### src/sv/clcd_pkg.sv
// types, codes and defaults of the character lcd refresh controller
// no dependencies; used by the top level and its checker
package clcd_pkg;

	localparam int DISPLAY_ROWS_DEF = 4;
	localparam int DISPLAY_COLS_DEF = 20;

	// item function codes
	localparam logic [1:0] FUNC_TICK  = 2'd0;
	localparam logic [1:0] FUNC_WRITE = 2'd1;
	localparam logic [1:0] FUNC_CLEAR = 2'd2;

	// bus action codes
	localparam logic [1:0] ACT_NONE = 2'd0;
	localparam logic [1:0] ACT_DATA = 2'd1;
	localparam logic [1:0] ACT_CMD  = 2'd2;
	localparam logic [1:0] ACT_BUSY = 2'd3;

	localparam logic [7:0] HOME_CMD   = 8'h02;
	localparam logic [7:0] SPACE_CHAR = 8'h20;

	// pending pass counts set by a write or clear
	localparam logic [1:0] PEND_FROM_IDLE = 2'd1;
	localparam logic [1:0] PEND_BUSY      = 2'd2;

	typedef enum logic [2:0] {
		PH_IDLE     = 3'd0,
		PH_PUTCHAR  = 3'd1,
		PH_RETURN   = 3'd2,
		PH_NEXTLINE = 3'd3,
		PH_WAIT     = 3'd4
	} phase_t;

	typedef struct packed {
		logic [1:0] func;
		logic [2:0] row;
		logic [6:0] column;
		logic [7:0] char_code;
		logic       busy_flag;
	} item_t;

	typedef struct packed {
		logic [1:0] bus_action;
		logic [7:0] bus_data;
		logic [2:0] out_state;
		logic [1:0] out_row;
		logic [4:0] out_col;
		logic [1:0] out_pending;
	} result_t;

endpackage

### src/sv/char_lcd_refresh_controller_top.sv
// character lcd refresh controller: frame store memory, phase machine, result register
// depends on clcd_pkg
//
// channel  direction  handshake                  payload
// item     in         item_valid / item_ready    item   (clcd_pkg::item_t)
// result   out        result_valid / result_ready result (clcd_pkg::result_t)
//
// every item takes one transfer in and gives exactly one result transfer out
// a result passes from its item transfer through the frame store read port
// of the read stage and then through the result register
// items are taken every cycle while the result side keeps up; the single
// memory access per item (read on a putchar tick, write on a character write)
// sets that figure
// reset leaves the store as all spaces at once through per-entry valid bits,
// so there is no clearing pass; a clear item drops all valid bits at once
// a stalled result holds the result register and then the read stage, and
// item_ready falls once both are full
module char_lcd_refresh_controller_top #(
	parameter int DISPLAY_ROWS = clcd_pkg::DISPLAY_ROWS_DEF,
	parameter int DISPLAY_COLS = clcd_pkg::DISPLAY_COLS_DEF
) (
	input  logic              clk,
	input  logic              arst_n,
	input  logic              item_valid,
	output logic              item_ready,
	input  clcd_pkg::item_t   item,
	output logic              result_valid,
	input  logic              result_ready,
	output clcd_pkg::result_t result
);

	localparam int STORE  = DISPLAY_ROWS * DISPLAY_COLS;
	localparam int ADDR_W = $clog2(STORE);
	localparam int ROW_W  = (DISPLAY_ROWS > 1) ? $clog2(DISPLAY_ROWS) : 1;
	localparam int COL_W  = $clog2(DISPLAY_COLS);
	// write index may run past the store before the range check
	localparam int WIDX_W = $clog2(STORE + 128);

	// frame store and its valid bits (invalid entry reads as space)
	logic [7:0]       mem [STORE];
	logic [STORE-1:0] vld_q;

	// phase machine and cursor
	clcd_pkg::phase_t cur_q, nxt_q, cur_d, nxt_d;
	logic [ROW_W-1:0] row_q, row_d;
	logic [COL_W-1:0] col_q, col_d;
	logic [1:0]       pend_q, pend_d;

	// read stage
	logic              s1_valid_q;
	clcd_pkg::result_t res_s1;
	logic              mem_sel_s1;
	logic              hit_s1;
	logic [7:0]        rd_s1;

	// result register
	logic              out_valid_q;
	clcd_pkg::result_t out_q;

	logic              take;
	logic              s1_adv;
	logic              wr_ok;
	logic              wr_en;
	logic              clr_en;
	logic              rd_en;
	logic [WIDX_W-1:0] widx;
	logic [ADDR_W-1:0] waddr;
	logic [ADDR_W-1:0] raddr;
	logic [1:0]        act_d;
	logic [7:0]        data_d;
	logic [1:0]        pend_mark;
	clcd_pkg::result_t res_d;
	clcd_pkg::result_t res_fill;

	// handshake: the read stage empties into the result register when it is free
	assign s1_adv       = s1_valid_q && (!out_valid_q || result_ready);
	assign item_ready   = !s1_valid_q || s1_adv;
	assign take         = item_valid && item_ready;
	assign result_valid = out_valid_q;
	assign result       = out_q;

	// write address check: row first, then flat index against the store size
	assign widx  = WIDX_W'(WIDX_W'(item.row) * WIDX_W'(DISPLAY_COLS)) + WIDX_W'(item.column);
	assign wr_ok = (item.row < 3'(DISPLAY_ROWS)) && (widx < WIDX_W'(STORE));
	assign waddr = widx[ADDR_W-1:0];

	// cursor address for putchar
	assign raddr = ADDR_W'(ADDR_W'(row_q) * ADDR_W'(DISPLAY_COLS)) + ADDR_W'(col_q);

	// a write or clear owes one pass from idle, two if a pass is running
	assign pend_mark = (cur_q == clcd_pkg::PH_IDLE) ? clcd_pkg::PEND_FROM_IDLE
		: clcd_pkg::PEND_BUSY;

	// next state: a tick first adopts the phase chosen on the tick before
	always_comb begin
		cur_d  = cur_q;
		nxt_d  = nxt_q;
		row_d  = row_q;
		col_d  = col_q;
		pend_d = pend_q;
		wr_en  = 1'b0;
		clr_en = 1'b0;
		case (item.func)
			clcd_pkg::FUNC_TICK: begin
				cur_d = nxt_q;
				case (nxt_q)
					clcd_pkg::PH_IDLE: begin
						nxt_d = (pend_q == 2'd0) ? clcd_pkg::PH_IDLE : clcd_pkg::PH_PUTCHAR;
					end
					clcd_pkg::PH_PUTCHAR: begin
						if (col_q == COL_W'(DISPLAY_COLS - 1)) begin
							col_d = '0;
							nxt_d = clcd_pkg::PH_NEXTLINE;
						end else begin
							col_d = col_q + 1'b1;
							nxt_d = clcd_pkg::PH_WAIT;
						end
					end
					clcd_pkg::PH_RETURN: begin
						nxt_d = clcd_pkg::PH_WAIT;
						if (pend_q != 2'd0) begin
							pend_d = pend_q - 2'd1;
						end
					end
					clcd_pkg::PH_NEXTLINE: begin
						if (row_q == ROW_W'(DISPLAY_ROWS - 1)) begin
							row_d = '0;
							nxt_d = clcd_pkg::PH_RETURN;
						end else begin
							row_d = row_q + 1'b1;
							nxt_d = clcd_pkg::PH_WAIT;
						end
					end
					clcd_pkg::PH_WAIT: begin
						if (item.busy_flag) begin
							nxt_d = clcd_pkg::PH_WAIT;
						end else begin
							nxt_d = (pend_q == 2'd0) ? clcd_pkg::PH_IDLE
								: clcd_pkg::PH_PUTCHAR;
						end
					end
					default: begin
						cur_d = clcd_pkg::PH_IDLE;
						nxt_d = clcd_pkg::PH_IDLE;
					end
				endcase
			end
			clcd_pkg::FUNC_WRITE: begin
				if (wr_ok) begin
					wr_en  = 1'b1;
					pend_d = pend_mark;
				end
			end
			clcd_pkg::FUNC_CLEAR: begin
				clr_en = 1'b1;
				pend_d = pend_mark;
			end
			default: begin
				// unused code leaves everything as is
			end
		endcase
	end

	// outputs: bus action of the executed phase, and whether the byte comes from the store
	always_comb begin
		act_d  = clcd_pkg::ACT_NONE;
		data_d = 8'h00;
		rd_en  = 1'b0;
		if (take && (item.func == clcd_pkg::FUNC_TICK)) begin
			case (nxt_q)
				clcd_pkg::PH_PUTCHAR: begin
					act_d = clcd_pkg::ACT_DATA;
					rd_en = 1'b1;
				end
				clcd_pkg::PH_RETURN: begin
					act_d  = clcd_pkg::ACT_CMD;
					data_d = clcd_pkg::HOME_CMD;
				end
				clcd_pkg::PH_WAIT: begin
					act_d = clcd_pkg::ACT_BUSY;
				end
				default: begin
					act_d = clcd_pkg::ACT_NONE;
				end
			endcase
		end
		res_d.bus_action  = act_d;
		res_d.bus_data    = data_d;
		res_d.out_state   = cur_d;
		res_d.out_row     = 2'(row_d);
		res_d.out_col     = 5'(col_d);
		res_d.out_pending = pend_d;
	end

	// putchar byte arrives registered from the read port, in the cycle after the transfer
	always_comb begin
		res_fill = res_s1;
		if (mem_sel_s1) begin
			res_fill.bus_data = hit_s1 ? rd_s1 : clcd_pkg::SPACE_CHAR;
		end
	end

	// control registers
	always_ff @(posedge clk or negedge arst_n) begin
		if (!arst_n) begin
			cur_q       <= clcd_pkg::PH_IDLE;
			nxt_q       <= clcd_pkg::PH_IDLE;
			row_q       <= '0;
			col_q       <= '0;
			pend_q      <= 2'd0;
			vld_q       <= '0;
			s1_valid_q  <= 1'b0;
			out_valid_q <= 1'b0;
		end else begin
			if (take) begin
				cur_q  <= cur_d;
				nxt_q  <= nxt_d;
				row_q  <= row_d;
				col_q  <= col_d;
				pend_q <= pend_d;
				if (clr_en) begin
					vld_q <= '0;
				end else if (wr_en) begin
					vld_q[waddr] <= 1'b1;
				end
			end
			if (take) begin
				s1_valid_q <= 1'b1;
			end else if (s1_adv) begin
				s1_valid_q <= 1'b0;
			end
			if (s1_adv) begin
				out_valid_q <= 1'b1;
			end else if (result_ready) begin
				out_valid_q <= 1'b0;
			end
		end
	end

	// frame store: one access per item, the read data and valid bit are
	// captured at the tick's transfer, so a later write cannot disturb them
	always_ff @(posedge clk) begin
		if (take && wr_en) begin
			mem[waddr] <= item.char_code;
		end
		if (rd_en) begin
			rd_s1  <= mem[raddr];
			hit_s1 <= vld_q[raddr];
		end
	end

	// payload registers
	always_ff @(posedge clk) begin
		if (take) begin
			res_s1     <= res_d;
			mem_sel_s1 <= rd_en;
		end
		if (s1_adv) begin
			out_q <= res_fill;
		end
	end

endmodule

### config.mk
export PLATFORM = sky130hd
export DESIGN_NAME = char_lcd_refresh_controller_top
export DESIGN_NICKNAME = d
export VERILOG_FILES = /design/src/sv/clcd_pkg.sv /design/src/sv/char_lcd_refresh_controller_top.sv
export SDC_FILE = /design/constraint.sdc
export NUM_CORES = 1
export LEC_CHECK = 0
export ABC_AREA = 1
export BUFFER_PORTS_ARGS = -buffer_cell sky130_fd_sc_hd__buf_4
export CAP_MARGIN = 20
export CORE_MARGIN = 2
export CORE_UTILIZATION = 57
export DETAILED_ROUTE_END_ITERATION = 10
export PLACE_DENSITY = 0.76
export SYNTH_ARGS = -nofsm -noshare
export SYNTH_HDL_FRONTEND = slang
export SYNTH_SLANG_ARGS = --single-unit
### constraint.sdc
create_clock -name clk -period 2.4 [get_ports clk]
set_clock_uncertainty 0.2 [all_clocks]
set_input_delay 0.72 -clock clk [delete_from_list [all_inputs] [get_ports clk]]
set_output_delay 0.72 -clock clk [all_outputs]
set_load 0.005 [all_outputs]
==> results of run 1 <==
logic make-up (layout without fill, tap and decap cells):
kind of cell	Yosys count	in the layout	synth area share (%)
compound gates	603	603	10.9
other cells	0	2	0
fa+ha+maj	15	15	0.617
buf+inv	331	672	3.95
flops	784	784	70.2
simple gates	1111	1111	14.3
xor+xnor	4	4	0.107
final cells by class:
type,count,area [um2]
inverters,144,568
multi-input cells,1733,9730
fillers,3467,15300
repair buffers,381,4460
clock inverters,44,482
clock buffers,103,2180
well taps,756,946
flip-flops and latches,784,23100
diodes,2,5.00
layout by cell type, fill, tap and decap left out, types with 7 or more instances in the layout:
master      Yosys  layout
nor2_4          0      20
nand3_1       306     287
o221ai_1       20      20
nand3_4         0      10
bufinv_16       0       9
buf_6           0      74
o21a_1         43      43
nand3_2         0       9
a21oi_1        72      69
o21ai_0       314     314
nor3_1         75      13
nor3_4          0      61
nor2_1        390     369
ha_4            0       8
o211ai_1      100     100
dfrtp_1        97      95
inv_1         130     125
clkbuf_16       0      88
nand2_2         0      15
clkinv_2        0       8
a21boi_0       18      11
clkbuf_1      133      16
o22ai_1        13      13
nand2_1       331     312
a21boi_1       20      23
clkinvlp_4      0       7
buf_12          0      88
buf_4           3     204
edfxtp_1      687     687
clkinv_1       13      24
path summary, 6_finish.rpt:
kind	from	endpoint	slack, ns
hold reg to reg	res_fill[6]	result[6]	0.22
max in group asynchronous	arst_n	col_q[0]	0.93
hold / removal	res_fill[6]	result[6]	0.22
setup / recovery	item[18]	mem[42][6]	-0.77
min in group asynchronous	arst_n	vld_q[22]	0.36
setup reg to reg	row_q[0]	rd_s1[1]	-0.39
power groups by stage:
| stage | registers (uW) | logic (uW) | clock network, uW |
|---|---|---|---|
| 6_report | 15400 | 18000 | 12700 |
| 3_3_place_gp | 15700 | 16100 | 0 |
| 5_1_grt | 15400 | 19100 | 13200 |
| 4_1_cts | 15400 | 16600 | 12700 |
| 3_5_place_dp | 15700 | 16400 | 0 |
| 2_1_floorplan | 15600 | 9480 | 0 |
registers in the layout, summed over array words and instances, names as in the netlist, 2 cells and up:
register / count
col_q: 5
cur_q: 3
mem: 640
nxt_q: 3
pend_q: 2
rd_s1: 8
res_fill: 14
result: 22
row_q: 2
vld_q: 80
stage by stage:
step | power, uW | util, %
after floorplan | 25100 | -
after global placement | 31800 | 65.4
after global routing | 47800 | 73.0
after detailed placement | 32100 | 65.4
final | 46100 | 73.1
after CTS | 44700 | 71.7
layer usage:
layer	wire (um)	global-route usage, %
met5	10	0
met4	4260	13.5
met3	10400	6.41
met2	46000	51.8
met1	34800	41.6
worst reg2reg max path: stages (launching register included):
cell     delay, ns
dfrtp_1       0.41
ha_4          0.18
fa_2          0.66
inv_4         0.09
buf_12        0.17
nand3_1       0.14
nand3_1       0.14
nand3_1       0.21
nand2_1       0.17
nand2_1       0.11
nand2_1       0.07
what timing repair did:
| item | CTS | global route |
|---|---|---|
| setup endpoints to repair | 738 | 743 |
| pin swaps | 40 | 58 |
| setup buffers | 60 | 23 |
| cloned | 5 | 7 |
| hold endpoints to repair | 23 | 0 |
| resized for setup | 47 | 137 |
| hold buffers | 1 | 0 |
==> summary.md, run 1 <==
| Metric | Value |
|---|---|
| P&R area growth vs syn | 26.1% |
| CTS Buffer Depth | 3 |
| Mean post-synth cell area | roughly 12 um2 |
| HP Class | flop to flop |
| Setup TNS | -440.14 ns |
| CP peak stage delay | around 0.28 ns |
| CTS Buf Count | 79 |
| Grt total ovfl | 0 |
| Largest net degree at the start of global routing | 80 |
| Starting DRT DRC Count | 3428 |
| Critical path class | primary input to flop |
| Max-slew violations | 0 |
| Crit-path max FO | 6 |
| Buf/Inv on CP | 7 |
| Worst-path cell chain | buf_6, ha_4, ha_4, ha_4, ha_4, nand2_2, inv_2, nand3_2, nand3_2, nand2_2, inv_2, nand3_4, nor3_4, buf_12, nand3_4, buf_12, buf_16, nor3_4, buf_6 |
| Critical Path Start Type | primary input |
| Clock slew at reported path FFs | 0.06 ns |
| Failing checks | negative setup slack |
| Comb power frac | 39.1% |
| Final setup violating endpoints | between 700 and 800 |
| DRC Markers | 0 |
| Nets@finish | ~3200 |
| DP HPWL | slightly below 60 mm |
| Share of layout cells above drive strength 1 | 20.4% |
| Vias post-DR | 24800 |
| Post-synth top area share | between 60% and 70% |
| Synth Warn # | 0 |
| Core ar. | 0.0567 mm2 |
| RSZ-0062 raised after global routing | true |
| CTS Root Cell | clkbuf_16 |
| I/O Pins | 49 |
| Die H | around 240 um |
| Starting density of the core | 57.9% |
| WL per Instance | 24.2 um |
| Final worst slack | -0.767 ns |
| Final hold violation count | 0 |
| Leak Pwr | 0.0154 uW |
| First-pass GRT wire length | approximately 140 mm |
| Post-route ant nets | 0 |
| Area leader, netlist | edfxtp_1 |
| Crit share post-route | 132% |
| Placed cell count | 3710 |
| Top_reg_cell synth | edfxtp_1 |
| Status | finished with violations |
| Drt pass-1 iters | 6 |
| Internal Dissipation | roughly 29000 uW |
| Commonest cells in the netlist | edfxtp_1, nor2_1, nand2_1 |
| CTS Sinks | 784 |
| GR Util All Layers | 31.6% |
| Syn nets | 2888 |
| Hold slack | 0.220 ns |
| Maximum vdd drop | 740 uV |
| Unique masters post-synth | 34 |
| Hold Path Depth | 0 |
| Design Area, Final | 0.0414 mm2 |
| Top area cells in the synthesized netlist | edfxtp_1, dfrtp_1, o21ai_0 |
| Tmin final | 3.17 ns |
| # port buffers | 48 |
| Slowest stage cell, crit path | ha_4 |
| Sequential power share | 33.4% |
| DP Area | 0.0371 mm2 |
| Skew-Pair Late Insertion Delay | 0.64 ns |
| Pre-CTS setup slack | -1.48 ns |
| Mapped Cells | 2848 |
| CTS tree | done |
| Max-Cap Viols | 0 |
| Power density over the cells | about 1100 mW/mm2 |
| F_max | approximately 320 MHz |
| Slew headroom | 61.3% |
| Routed wire length | 95.5 mm |
| Worst setup EP type | flop |
| Die width | 244 um |
| Worst Tran Pin Value | 0.576 ns |
| CP required | 2.54 ns |
| Cells on worst reg2reg path | 10 |
| RD Place Congestion | between 0.9 and 1 |
| Mapped cell area | between 0.03 and 0.04 mm2 |
| H-tree Lvls | 3 |
| Data arrival time of the worst path | around 3.3 ns |
| Clock Power Share | ~28% |
| Post-synthesis register bit count | ~780 |
| Number of enable flip-flop cells after synthesis | between 600 and 700 |
| Initial antenna violation count | 1 |
| Delay-heaviest family, CP | simple AND/OR/NAND/NOR gates |
| Critical path depth in cells | 19 |
| P_sw | ~17000 uW |
| Num rows | 87 |
| Vias per cell | 6.29 |
| Area of the die | ~0.06 mm2 |
| Seq/Total Area, Yosys | 70.2% |
| Post-Layout Cell Count | just under 4000 |
| Most frequent CP cell | ha_4 |
| Sw frac | 37.7% |
| Vias in the first global route | 24300 |
| Post-synth ARST share | ~12% |
| Count leader, synth | edfxtp_1 |
Note: power is estimated with default switching activity, not from simulation.
==> inputs of run 2 (changes only) <==
--- a/config.mk
+++ b/config.mk
@@ -9,9 +9,10 @@
 export BUFFER_PORTS_ARGS = -buffer_cell sky130_fd_sc_hd__buf_4
 export CAP_MARGIN = 20
 export CORE_MARGIN = 2
-export CORE_UTILIZATION = 57
+export CORE_UTILIZATION = 59
+export CTS_BUF_LIST = sky130_fd_sc_hd__clkbuf_8
 export DETAILED_ROUTE_END_ITERATION = 10
-export PLACE_DENSITY = 0.76
+export PLACE_DENSITY = 0.78
 export SYNTH_ARGS = -nofsm -noshare
 export SYNTH_HDL_FRONTEND = slang
 export SYNTH_SLANG_ARGS = --single-unit
==> summary.md, run 2 (synthesis results as in run 1) <==
| Metric | Value |
|---|---|
| Status | finished with violations |
| Failing checks | negative setup slack |
| H-tree Lvls | 3 |
| FF-to-FF Start | row_q[0] |
| Worst setup path end | mem[35][6] |
| Leak Pwr | approximately 0.015 uW |
| Clock Power Share | 25.4% |
| RSZ-0062 raised after global routing | true |
| Critical Path Start Type | primary input |
| HP Class | primary input to flop |
| Nets@finish | 3179 |
| Vias post-DR | between 20000 and 25000 |
| CTS tree | done |
| Slew headroom | 59.9% |
| I/O Pins | a little under 50 |
| Fill count | 3460 |
| Max reg flops | 640 |
| Tmin final | 3.01 ns |
| First-pass GRT wire length | 137 mm |
| Cells on worst reg2reg path | 9 |
| GR Util All Layers | 31.9% |
| Largest net degree at the start of global routing | a little over 80 |
| Sequential cell area | 0.0231 mm2 |
| Grt total ovfl | 0 |
| Design Area, Final | between 0.04 and 0.05 mm2 |
| R2R Path End | rd_s1[0] |
| Final setup violating endpoints | 731 |
| Hold Path Depth | 1 |
| CP required | 2.63 ns |
| Most common cell after layout, fill and taps aside | edfxtp_1 |
| Setup TNS | -352.34 ns |
| F_max | 332 MHz |
| CP startpoint | item[18] |
| Max-Cap Viols | 0 |
| DRC Markers | 0 |
| DP HPWL | 56.8 mm |
| Post-Route Utilization | between 70% and 80% |
| Pre-CTS setup slack | -1.47 ns |
| Die width | 240 um |
| P_sw | ~16000 uW |
| Comb power frac | 38.7% |
| WL per Instance | around 23 um |
| Worst Tran Pin Value | 0.601 ns |
| Skew-Pair Late Insertion Delay | roughly 0.73 ns |
| Top reg by flops | mem |
| Max-slew violations | 0 |
| Sequential power share | 35.9% |
| Crit share post-route | 125% |
| Data arrival time of the worst path | 3.24 ns |
| DP Area | 0.0370 mm2 |
| Commonest cells after routing, fill and taps aside | edfxtp_1, nor2_1, nand2_1, o21ai_0, nand3_1 |
| Flop-to-flop setup slack | -0.42 ns |
| Share of layout cells above drive strength 1 | around a fifth |
| Vias in the first global route | 24100 |
| CTS Sinks | about 800 |
| Multi-input logic area | ~0.0095 mm2 |
| CTS Buf Count | 118 |
| Core ar. | 0.0551 mm2 |
| Vias per cell | 6.15 |
| P&R area growth vs syn | 23.6% |
| Num rows | 86 |
| Starting DRT DRC Count | 3318 |
| Internal Dissipation | ~26000 uW |
| Final hold violation count | 0 |
| CTS Root Cell | clkbuf_8 |
| Maximum vdd drop | a little under 700 uV |
| RD Place Congestion | 0.929 |
| Power density over the cells | 1060 mW/mm2 |
| Die H | approximately 240 um |
| Worst setup EP type | flop |
| Area of the die | about 0.058 mm2 |
| Final worst slack | -0.612 ns |
| Post-route ant nets | 0 |
| Critical path class | primary input to flop |
| Crit-path max FO | 8 |
| Sw frac | 38.4% |
| Initial antenna violation count | 2 |
| Drt pass-1 iters | 6 |
| Starting density of the core | around 60% |
| CTS Buffer Depth | 3 |
| Routed wire length | 91.0 mm |
| Clock slew at reported path FFs | roughly 0.060 ns |
| # port buffers | 48 |
-- run 2: cell count changes in the layout (fill, tap and decap cells not counted), sizes merged --
cell      before  now
clkinvlp       7    3
clkbuf       109  124
clkinv        38   67
buf          374  354
inv          134  159
bufinv         9   11
diode          2    1
-- run 2: cell type report --
class	count	area share, %
diodes	1	0.00616
flip-flops and latches	784	56.8
clock buffers	121	4.10
multi-input cells	1733	23.5
well taps	748	2.31
repair buffers	358	10.2
clock inverters	96	1.68
inverters	144	1.37
-- run 2: per-layer routing --
layer / part of all wire (%) / track usage, %
met1: 37 / 42.0
met2: 48 / 52.1
met3: 11 / 6.26
met4: 4.1 / 14.4
met5: 0.0088 / 0
-- run 2: worst min-delay path by stage --
| stage | start | to | slack, ns |
|---|---|---|---|
| 2_1_floorplan | res_fill[0] | result[0] | 0.20 |
| 3_3_place_gp | res_fill[0] | result[0] | 0.21 |
| 3_5_place_dp | res_fill[1] | result[1] | 0.21 |
| 4_1_cts | item[7] | mem[36][6] | 0.04 |
| 5_1_grt | item[7] | mem[36][6] | 0.08 |
| 6_report | item[7] | mem[34][6] | 0.11 |
-- run 2: worst max-delay path, cell delays in order --
cell       delay [ns]
buf_8            0.10
ha_4             0.16
ha_4             0.16
ha_4             0.26
ha_4             0.20
nand2_1          0.06
inv_1            0.04
nand3_2          0.07
buf_6            0.10
nand2_2          0.04
nand2_2          0.11
nand3_4          0.09
nor3_4           0.16
buf_12           0.15
nand3_4          0.18
clkbuf_16        0.26
nor3_4           0.21
buf_12           0.15
-- run 2: what timing repair did --
item	CTS	global route
pin swaps	41	26
hold endpoints to repair	32	0
cloned	3	6
setup endpoints to repair	730	740
setup buffers	56	7
hold buffers	1	0
resized for setup	48	63
-- run 2: stage by stage --
step | hold slack, ns | cells | power [uW]
2_1_floorplan | 0.200 | 2848 | 25100
3_3_place_gp | 0.207 | 3696 | 31300
3_5_place_dp | 0.206 | 3696 | 31600
4_1_cts | 0.0444 | 3973 | 42500
5_1_grt | 0.0841 | 3985 | 44800
6_report | 0.110 | 3985 | 43000
-- run 2: power by group through the flow --
stage	Sequential, uW	Combinational, uW	Clock [uW]
2_1_floorplan	15600	9480	0
3_3_place_gp	15700	15600	0
3_5_place_dp	15700	15900	0
4_1_cts	15400	16000	11000
5_1_grt	15500	17800	11600
6_report	15400	16600	10900
